### config.mk
export PLATFORM = sky130hd
export DESIGN_NAME = swa_front
export DESIGN_NICKNAME = d
export VERILOG_FILES = /design/src/hw/rtl/swa_pkg.sv /design/src/hw/rtl/swa_front.sv
export SDC_FILE = /design/constraint.sdc
export NUM_CORES = 2
export LEC_CHECK = 0
export BUFFER_PORTS_ARGS = -buffer_cell sky130_fd_sc_hd__buf_4
export CORE_MARGIN = 4
export CORE_UTILIZATION = 40
export DETAILED_ROUTE_END_ITERATION = 12
export PLACE_DENSITY = 0.55
export SYNTH_ARGS = -nofsm -noshare
export SYNTH_HDL_FRONTEND = slang
export SYNTH_SLANG_ARGS = --single-unit
### constraint.sdc
create_clock -name clock -period 9.9 [get_ports clock]
set_input_delay 1.485 -clock clock [delete_from_list [all_inputs] [get_ports clock]]
set_output_delay 1.485 -clock clock [all_outputs]
set_load 0.01 [all_outputs]
### src/hw/rtl/swa_pkg.sv
// ----------------------------------------------------------------------------
// swa_pkg
// Types, constants and helper functions of the sweep hit to angle decoder.
// ----------------------------------------------------------------------------
`timescale 1ns / 1ps

package swa_pkg;

   localparam int TICK_BITS     = 20;
   localparam int STATIONS      = 16;
   localparam int FRAC_BITS     = 16;
   localparam int CORDIC_STAGES = 16;
   localparam int SEP_BITS      = 20;
   localparam int OUT_BITS      = 20;
   localparam int K_BITS        = 26;
   localparam int ANG_W         = 24;
   localparam int SHIFT_W       = 5;
   localparam int ROUND_SH      = 41 - FRAC_BITS;

   localparam logic [SEP_BITS-1:0] SEP_RESET = SEP_BITS'(20000);

   typedef logic signed [ANG_W-1:0]    ang_type;
   typedef logic signed [OUT_BITS-1:0] out_type;

   typedef enum logic {
      MODE_ROTATE,
      MODE_VECTOR
   } cordic_mode_type;

   typedef struct packed {
      logic [3:0]           station;
      logic [TICK_BITS-1:0] first_hit;
      logic [TICK_BITS-1:0] second_hit;
   } req_type;

   typedef struct packed {
      logic    ok;
      out_type azimuth;
      out_type elevation;
   } rsp_type;

   // Data handed from cell to cell
   typedef struct packed {
      logic    ok;
      out_type az;
      ang_type x;
      ang_type y;
      ang_type z;
   } cell_type;

   localparam longint ROT_NUM   = 64'd55267482437635;
   localparam longint PI_Q30    = 64'd3373259426;
   localparam longint PI2_Q30   = 64'd1686629713;
   localparam longint PI3_Q30   = 64'd1124419809;
   localparam longint GAIN_Q30  = 64'd652032874;
   localparam logic [30:0] SQRT3_Q30 = 31'd1859775394;

   // Q30 constant rounded half up to the working fraction
   function automatic ang_type from_q30(longint v);
      return ang_type'((v + (64'sd1 <<< (29 - FRAC_BITS))) >>> (30 - FRAC_BITS));
   endfunction

   localparam ang_type PI_Q     = from_q30(PI_Q30);
   localparam ang_type PI2_Q    = from_q30(PI2_Q30);
   localparam ang_type PI3_Q    = from_q30(PI3_Q30);
   localparam ang_type GAIN_Q   = from_q30(GAIN_Q30);
   localparam ang_type TWO_PI_Q = ang_type'(2 * PI_Q);
   localparam ang_type ONE_Q    = ang_type'(1 <<< FRAC_BITS);

   // Rotor constant 16*pi*2^40/period, rounded, per station
   localparam logic [K_BITS-1:0] K_ROM [16] = '{
      K_BITS'((ROT_NUM + 959000 / 2) / 959000), K_BITS'((ROT_NUM + 957000 / 2) / 957000),
      K_BITS'((ROT_NUM + 953000 / 2) / 953000), K_BITS'((ROT_NUM + 949000 / 2) / 949000),
      K_BITS'((ROT_NUM + 947000 / 2) / 947000), K_BITS'((ROT_NUM + 943000 / 2) / 943000),
      K_BITS'((ROT_NUM + 941000 / 2) / 941000), K_BITS'((ROT_NUM + 939000 / 2) / 939000),
      K_BITS'((ROT_NUM + 937000 / 2) / 937000), K_BITS'((ROT_NUM + 929000 / 2) / 929000),
      K_BITS'((ROT_NUM + 919000 / 2) / 919000), K_BITS'((ROT_NUM + 911000 / 2) / 911000),
      K_BITS'((ROT_NUM + 907000 / 2) / 907000), K_BITS'((ROT_NUM + 901000 / 2) / 901000),
      K_BITS'((ROT_NUM + 893000 / 2) / 893000), K_BITS'((ROT_NUM + 887000 / 2) / 887000)
   };

   localparam longint ATAN_Q30 [24] = '{
      843314857, 497837829, 263043837, 133525159, 67021687,
      33543516, 16775851, 8388437, 4194283, 2097149,
      1048576, 524288, 262144, 131072, 65536, 32768,
      16384, 8192, 4096, 2048, 1024, 512, 256, 128
   };

   // Elementary rotation angle of one CORDIC step
   function automatic ang_type atan_step(logic [SHIFT_W-1:0] i);
      return from_q30(ATAN_Q30[i]);
   endfunction

   // Saturate to the output field range
   function automatic out_type clamp_out(ang_type v);
      if (v > ang_type'(2 ** (OUT_BITS - 1) - 1))
         return out_type'(2 ** (OUT_BITS - 1) - 1);
      if (v < -ang_type'(2 ** (OUT_BITS - 1)))
         return out_type'(-(2 ** (OUT_BITS - 1)));
      return out_type'(v);
   endfunction

endpackage

### src/hw/rtl/swa_front.sv
// ----------------------------------------------------------------------------
// swa_front
// Hit ordering, separation check, rotor scaling and angle range reduction.
// ----------------------------------------------------------------------------
`timescale 1ns / 1ps

module swa_front (
   input  logic                            clock,
   input  logic                            reset,
   input  logic [swa_pkg::SEP_BITS-1:0]    min_sep,
   input  logic                            in_valid,
   output logic                            in_ready,
   input  swa_pkg::req_type                in_data,
   output logic                            out_valid,
   input  logic                            out_ready,
   output swa_pkg::cell_type               out_data
);
   import swa_pkg::*;

   localparam int PROD_W = TICK_BITS + 1 + K_BITS;

   logic                 v0_ff, v1_ff, v2_ff, v3_ff;
   logic                 rdy0, rdy1, rdy2, rdy3;

   // stage 0
   logic                 ok0_ff;
   logic [TICK_BITS:0]   sum0_ff;
   logic [TICK_BITS-1:0] diff0_ff;
   logic [K_BITS-1:0]    k0_ff;
   logic [TICK_BITS-1:0] lo, hi, diff;
   logic [3:0]           st;

   // stage 1
   logic                 ok1_ff;
   logic [PROD_W-ROUND_SH-1:0]   mean1_ff;
   logic [PROD_W-ROUND_SH-2:0]   half1_ff;
   logic [PROD_W-1:0]    prod_sum;
   logic [PROD_W-2:0]    prod_diff;

   // stage 2
   logic                 ok2_ff;
   out_type              az2_ff;
   ang_type              r2_ff;
   ang_type              half, r, az_full;

   // stage 3
   cell_type             c3_ff;
   ang_type              f;

   assign rdy3      = !v3_ff || out_ready;
   assign rdy2      = !v2_ff || rdy3;
   assign rdy1      = !v1_ff || rdy2;
   assign rdy0      = !v0_ff || rdy1;
   assign in_ready  = rdy0;
   assign out_valid = v3_ff;
   assign out_data  = c3_ff;

   always_ff @(posedge clock) begin
      if (reset) begin
         v0_ff <= 1'b0;
         v1_ff <= 1'b0;
         v2_ff <= 1'b0;
         v3_ff <= 1'b0;
      end else begin
         if (rdy0) v0_ff <= in_valid;
         if (rdy1) v1_ff <= v0_ff;
         if (rdy2) v2_ff <= v1_ff;
         if (rdy3) v3_ff <= v2_ff;
      end
   end

   // Order the hits, check separation, pick the rotor constant
   always_comb begin
      if (in_data.first_hit > in_data.second_hit) begin
         lo = in_data.second_hit;
         hi = in_data.first_hit;
      end else begin
         lo = in_data.first_hit;
         hi = in_data.second_hit;
      end
      diff = hi - lo;
      if ({1'b0, in_data.station} >= 5'(STATIONS)) begin
         st = 4'(STATIONS - 1);
      end else begin
         st = in_data.station;
      end
   end

   always_ff @(posedge clock) begin
      if (rdy0 && in_valid) begin
         ok0_ff   <= (diff >= min_sep);
         sum0_ff  <= {1'b0, lo} + {1'b0, hi};
         diff0_ff <= diff;
         k0_ff    <= K_ROM[st];
      end
   end

   // Scale to rotor angles, round to the working fraction
   always_comb begin
      prod_sum  = PROD_W'(sum0_ff) * PROD_W'(k0_ff);
      prod_diff = (PROD_W - 1)'(diff0_ff) * (PROD_W - 1)'(k0_ff);
   end

   always_ff @(posedge clock) begin
      if (rdy1 && v0_ff) begin
         ok1_ff   <= ok0_ff;
         mean1_ff <= (PROD_W - ROUND_SH)'((prod_sum + (PROD_W'(1) << (ROUND_SH - 1)))
                     >> ROUND_SH);
         half1_ff <= (PROD_W - ROUND_SH - 1)'((prod_diff
                     + ((PROD_W - 1)'(1) << (ROUND_SH - 1))) >> ROUND_SH);
      end
   end

   // Azimuth and modulo 2*pi of the half spread (quotient at most seven)
   always_comb begin
      az_full = ang_type'(mean1_ff) - PI_Q;
      half    = ang_type'(half1_ff) - PI3_Q;
      r       = half;
      if (half < 0) begin
         r = half + TWO_PI_Q;
      end else begin
         if (r >= ang_type'(4 * TWO_PI_Q)) r = r - ang_type'(4 * TWO_PI_Q);
         if (r >= ang_type'(2 * TWO_PI_Q)) r = r - ang_type'(2 * TWO_PI_Q);
         if (r >= TWO_PI_Q)                r = r - TWO_PI_Q;
      end
   end

   always_ff @(posedge clock) begin
      if (rdy2 && v1_ff) begin
         ok2_ff <= ok1_ff;
         az2_ff <= clamp_out(az_full);
         r2_ff  <= r;
      end
   end

   // Fold into [-pi, pi], then into [-pi/2, pi/2]
   always_comb begin
      f = r2_ff;
      if (f > PI_Q) f = f - TWO_PI_Q;
      if (f > PI2_Q) begin
         f = PI_Q - f;
      end else if (f < -PI2_Q) begin
         f = -PI_Q - f;
      end
   end

   always_ff @(posedge clock) begin
      if (rdy3 && v2_ff) begin
         c3_ff.ok <= ok2_ff;
         c3_ff.az <= az2_ff;
         c3_ff.x  <= GAIN_Q;
         c3_ff.y  <= '0;
         c3_ff.z  <= f;
      end
   end

endmodule

Word-level counts from Yosys, hierarchy flattened. Memory sizes are Yosys's and may differ from the RTL's. A register that Yosys moved wholly into a read port is not among the register bits. Index checks and enable logic that the tools add are counted.

Register bits after elaboration: 180. ROM bits: 416. Bits of input ports: 68. Output and inout port bits: 95. Word-level logic and storage cells: 76. Memories: 1.

Memories: (name not given) (words 16, bits a word 26, rd ports 1, clocked after memory_dff 1, wr ports 0, line swa_front.sv:94) `k0_ff <= K_ROM[st];`.

$add $sub $neg: 13. Multiply operators: 2. $lt $le $gt $ge: 11. Multiplexer cells: 20. Bitwise gates (word level): 1. Reductions and logical operators: 12.

Operators by type and width (count): 2-to-1 mux 24 bit (9); 2-to-1 mux 20 bit (6); subtractor 19 x 24 -> 24 bit, first input constant (2); subtractor 24 x 20 -> 24 bit, second input constant (2); adder 47 x 25 -> 47 bit, second input constant (1); multiplier 21 x 26 -> 47 bit (1); adder 46 x 25 -> 46 bit, second input constant (1); multiplier 20 x 26 -> 46 bit (1); >= comparator 24 x 20 -> 1 bit, second input constant (1); >= comparator 24 x 21 -> 1 bit, second input constant (1); greater-than comparator 24 x 18 -> 1 bit, second input constant (1); greater-than comparator 24 x 19 -> 1 bit, second input constant (1); less-than comparator 24 x 18 -> 1 bit, second input constant (1); subtractor 24 x 21 -> 24 bit, second input constant (1); adder 22 x 20 -> 23 bit, second input constant (1); greater-than comparator 23 x 20 -> 1 bit, second input constant (1); less-than comparator 23 x 20 -> 1 bit, second input constant (1); subtractor 22 x 18 -> 23 bit, second input constant (1); subtractor 22 x 22 -> 23 bit, second input constant (1); >= comparator 22 bit, second input constant (1); less-than comparator 22 x 1 -> 1 bit, second input constant (1); subtractor 21 x 17 -> 22 bit, second input constant (1); adder 20 x 20 -> 21 bit (1); >= comparator 20 bit (1); other kinds (7) (20).

Depth between registers and ports, before layout.
Depth in word-level cells: 10. Depth in mapped cells: 35. Gate-level depth less buffers: 33.

Worst setup path before layout. Ideal clock, no wire load.

Kind: reg-to-reg. Start point: register diff0_ff[4]. End point: register half1_ff[20], data pin. Setup time: 260 ps. Arrival time: 7591 ps. Required time: 9640 ps. Path slack: 2050 ps. Cell stages (with the launch flop): 33. Buffers on the path: 2. Path through: edfxtp_1 clkbuf_1 clkbuf_1 nand2_1 fa_1 inv_1 fa_1 fa_1 fa_1 inv_1 fa_1 fa_1 inv_1 fa_1 ha_1 a21o_1 a21oi_1 nor2b_1 o21ai_0 nand4_1 nor3_1 o21ai_0 a31oi_1 o211ai_1 a311oi_1 nor2_1 nor2_1 o21ai_0 and2_1 o21a_1 o21a_1 nor2_1 xnor2_1.

Word-level cells in the longest chain between the ends: 2.

RTL lines: start, declared (line swa_front.sv:28) `logic [TICK_BITS-1:0] diff0_ff;`; start signal, assigned (line swa_front.sv:93) `diff0_ff <= diff;`; multiplier 20 x 26 -> 46 bit (line swa_front.sv:101) `prod_diff = (PROD_W - 1)'(diff0_ff) * (PROD_W - 1)'(k0_ff);`; adder 46 x 25 -> 46 bit (line swa_front.sv:110) `+ ((PROD_W - 1)'(1) << (ROUND_SH - 1))) >> ROUND_SH);`; end signal, assigned (line swa_front.sv:109) `half1_ff <= (PROD_W - ROUND_SH - 1)'((prod_diff`; end, declared (line swa_front.sv:36) `logic [PROD_W-ROUND_SH-2:0] half1_ff;`.

No other way between the ends. A chain may end at the register's enable or synchronous reset.

Worst setup path in the final report.
Start point: register sum0_ff[5]. End point: register mean1_ff[21], data pin.

Word-level cells in the longest chain between the ends: 2.

RTL lines: start, declared (line swa_front.sv:27) `logic [TICK_BITS:0] sum0_ff;`; start signal, assigned (line swa_front.sv:92) `sum0_ff <= {1'b0, lo} + {1'b0, hi};`; multiplier 21 x 26 -> 47 bit (line swa_front.sv:100) `prod_sum = PROD_W'(sum0_ff) * PROD_W'(k0_ff);`; adder 47 x 25 -> 47 bit (line swa_front.sv:107) `mean1_ff <= (PROD_W - ROUND_SH)'((prod_sum + (PROD_W'(1) << (ROUND_SH - 1)))`; end signal, assigned (line swa_front.sv:107); end, declared (line swa_front.sv:35) `logic [PROD_W-ROUND_SH-1:0] mean1_ff;`.

No other way between the ends.

==> impl_results.md <==
* DRT antenna net count at 0
* Final worst path period share at 93.4%
* Initial Util at 40.2%
* # DRC at 0
* CTS tree: built
* DR vias at 34,300
* Initial antenna violation count at 7
* I/O Pins at 163
* # hold bufs at CTS at 0
* GRT Total Usage at 19.4%
* Syn Inst Count at 5,212
* Setup violations, final at 0
* Max-cap violations at 0
* Crit Path Class: flop to flop
* Worst EP arrival at 9.60 ns
* Die area at 0.124 mm²
* Pre-CTS setup slack at 0.728 ns
* Register area share after synthesis at 12.8%
* Core area at 0.118 mm²
* First-pass GRT wire length at 195,000 µm
* CP most frequent cell: fa_1
* Clk root buf: clkbuf_16
* Largest net degree at the start of global routing at 66
* Die Wd at 352 µm
* Slew headroom at 21.9%
* Post-CTS Repair Setup Buffers at 0
* Number of synthesized flops with an enable pin at 199
* Critical path's top delay family: adder cells
* Fmax at 0.108 GHz
* Total Wirelength at 117,000 µm
* Pins over their slew limit at 0
* Num CTS Buffers at 27
* DRT Pass-1 Iters at 7
* Crit path required time at 10.25 ns
* Endpoint type of the worst setup path: flop
* Layout cells sized above 1 at 6.12%
* Syn avg cell area at 9.09 µm²
* Clock sinks at 203
* Vias/cell at 5.07
* Final Skew at 0.0354 ns
* Worst-Skew Late Latency at 0.61 ns
* Filler cell count at 11,600
* Gpl congestion at 0.848
* Dpl hpwl at 98,700 µm
* Die H at 352 µm
* Largest stage delay, worst path at 0.91 ns
* Fin crit period at 9.25 ns
* Worst setup SP type: flop
* Asr flop ratio synth at 0%
* Count of cell types in the netlist at 93
* DRT iter0 DRCs at 1,929
* Largest fanout on the critical path at 17
* Layout area overhead at 7.09%
* Clk buf depth at 3
* H-Tree Depth at 1
* #FFs+latches synth at 203
* Grt ovf at 0
* Final Hold Viols at 0
* Cell area after synthesis at 0.0474 mm²
* Status: completed
* Vias in the first global route at 36,000
* Routed wire per std cell at 17.3 µm
* Final WS setup at 0.653 ns
* WP buf/inv at 5
* Reg clk slew, reported paths at 0.06 ns
* Post-route setup TNS at 0 ns
* Worst min path class: flop to flop
* Main synth FF type: edfxtp_1
* Slowest stage cell on the critical path: edfxtp_1
* Yosys warning count at 0
* I/O Buffers at 114
* # nets final at 6,602
* Unrepaired setup endpoints after global routing: false
* Gates resized, CTS repair at 0
* Row cnt at 126
* Slew of the pin with the lowest slew margin at 1.16 ns
-- kinds of logic after synthesis --
kind of cell	count (synthesis)	synth area share, %
multiplexers	22	0.486
AO/OA/AOI/OAI	516	7.15
buffers and inverters	1328	11.0
flip-flops	203	12.8
XOR/XNOR	210	3.88
AND/OR/NAND/NOR	1608	15.8
adder cells (fa/ha/maj)	1323	48.9
other	2	0.0158
-- cell usage in the layout (no fill, tap or decap), types with 10 or more instances in the layout --
cell type	instances
xor2_1	56
a31o_2	10
or2_2	15
and2_1	260
nand4_1	18
nor2_1	172
nand2_1	861
o22ai_1	15
mux2i_1	17
o31ai_1	14
a211oi_1	21
a21o_1	41
clkbuf_16	27
buf_4	214
o21ai_1	10
o21bai_1	23
conb_1	48
nor2b_1	34
xnor2_1	154
o21a_1	20
edfxtp_1	199
a31oi_1	19
ha_1	443
o21ai_0	120
inv_1	1035
a21oi_1	117
nor3_1	56
and3_1	21
nand2b_1	21
nor4_1	18
or3_1	30
fa_1	880
nand3_1	52
-- Yosys cell counts, drive strengths merged, types with 10 or more instances --
master	count	area, µm²
and3	21	131
clkbuf	228	856
ha	443	5540
o22ai	15	93.8
o21bai	23	173
buf	65	472
or3	31	199
and2	260	1630
a211oi	23	183
mux2i	17	170
nor4	21	168
a21oi	120	612
or2	15	93.8
o21a	20	150
nor3	61	325
nand2b	21	131
o21ai	132	668
nand3	52	260
nand4	18	113
inv	1035	3880
nor2	174	658
nor2b	36	225
xor2	56	490
a31oi	20	131
a21o	41	308
edfxtp	199	5980
xnor2	154	1350
fa	880	17600
o31ai	17	141
a31o	10	87.6
nand2	861	3230
-- metal layers --
metal  wire length [µm]  GRT usage [%]  vias up
li1                   -              -    16000
met1              52600           27.1    17400
met2              54900           32.2      806
met3               6570           2.64      133
met4               2930           4.54        8
met5                 67              0        -
-- registers in the layout (all words and copies together) (netlist names) --
| signal | flops |
|---|---|
| out_data | 45 |
| v1_ff | 1 |
| out_valid | 1 |
| ok0_ff | 1 |
| half1_ff | 21 |
| k0_ff | 24 |
| sum0_ff | 20 |
| mean1_ff | 22 |
| diff0_ff | 20 |
| ok2_ff | 1 |
| ok1_ff | 1 |
| az2_ff | 20 |
| v0_ff | 1 |
| v2_ff | 1 |
| r2_ff | 24 |
-- worst paths after layout --
path	from	end	slack, ns	cells after the start
setup / recovery	sum0_ff[5]	mean1_ff[21]	0.65	30
hold / removal	az2_ff[11]	out_data[83]	0.41	0
setup reg to reg	sum0_ff[5]	mean1_ff[21]	0.65	30
hold reg to reg	az2_ff[11]	out_data[83]	0.41	0
-- layout make-up --
cell class              count  area, µm²  area share [%]
multi-input cells        3727      36400            71.6
clock buffers              34        702            1.38
clock inverters            15        164           0.323
well taps                1536       1920            3.79
repair buffers            217       1670            3.28
diodes                      1       2.50         0.00493
inverters                1035       3880            7.65
flip-flops and latches    203       6060            11.9
-- per-stage QoR --
step	area, µm²	cells	hold slack [ns]	util (%)
after floorplan	47600	5258	0.400	-
after global placement	49900	6718	0.404	42.4
after detailed placement	49900	6718	0.405	42.4
after CTS	50700	6767	0.417	43.1
after global routing	50700	6767	0.424	43.1
final	50800	6768	0.412	43.1
Power is left out: the tool's default activity adds up to more than one toggle a clock period on the data nets, which glitch-free logic cannot reach.
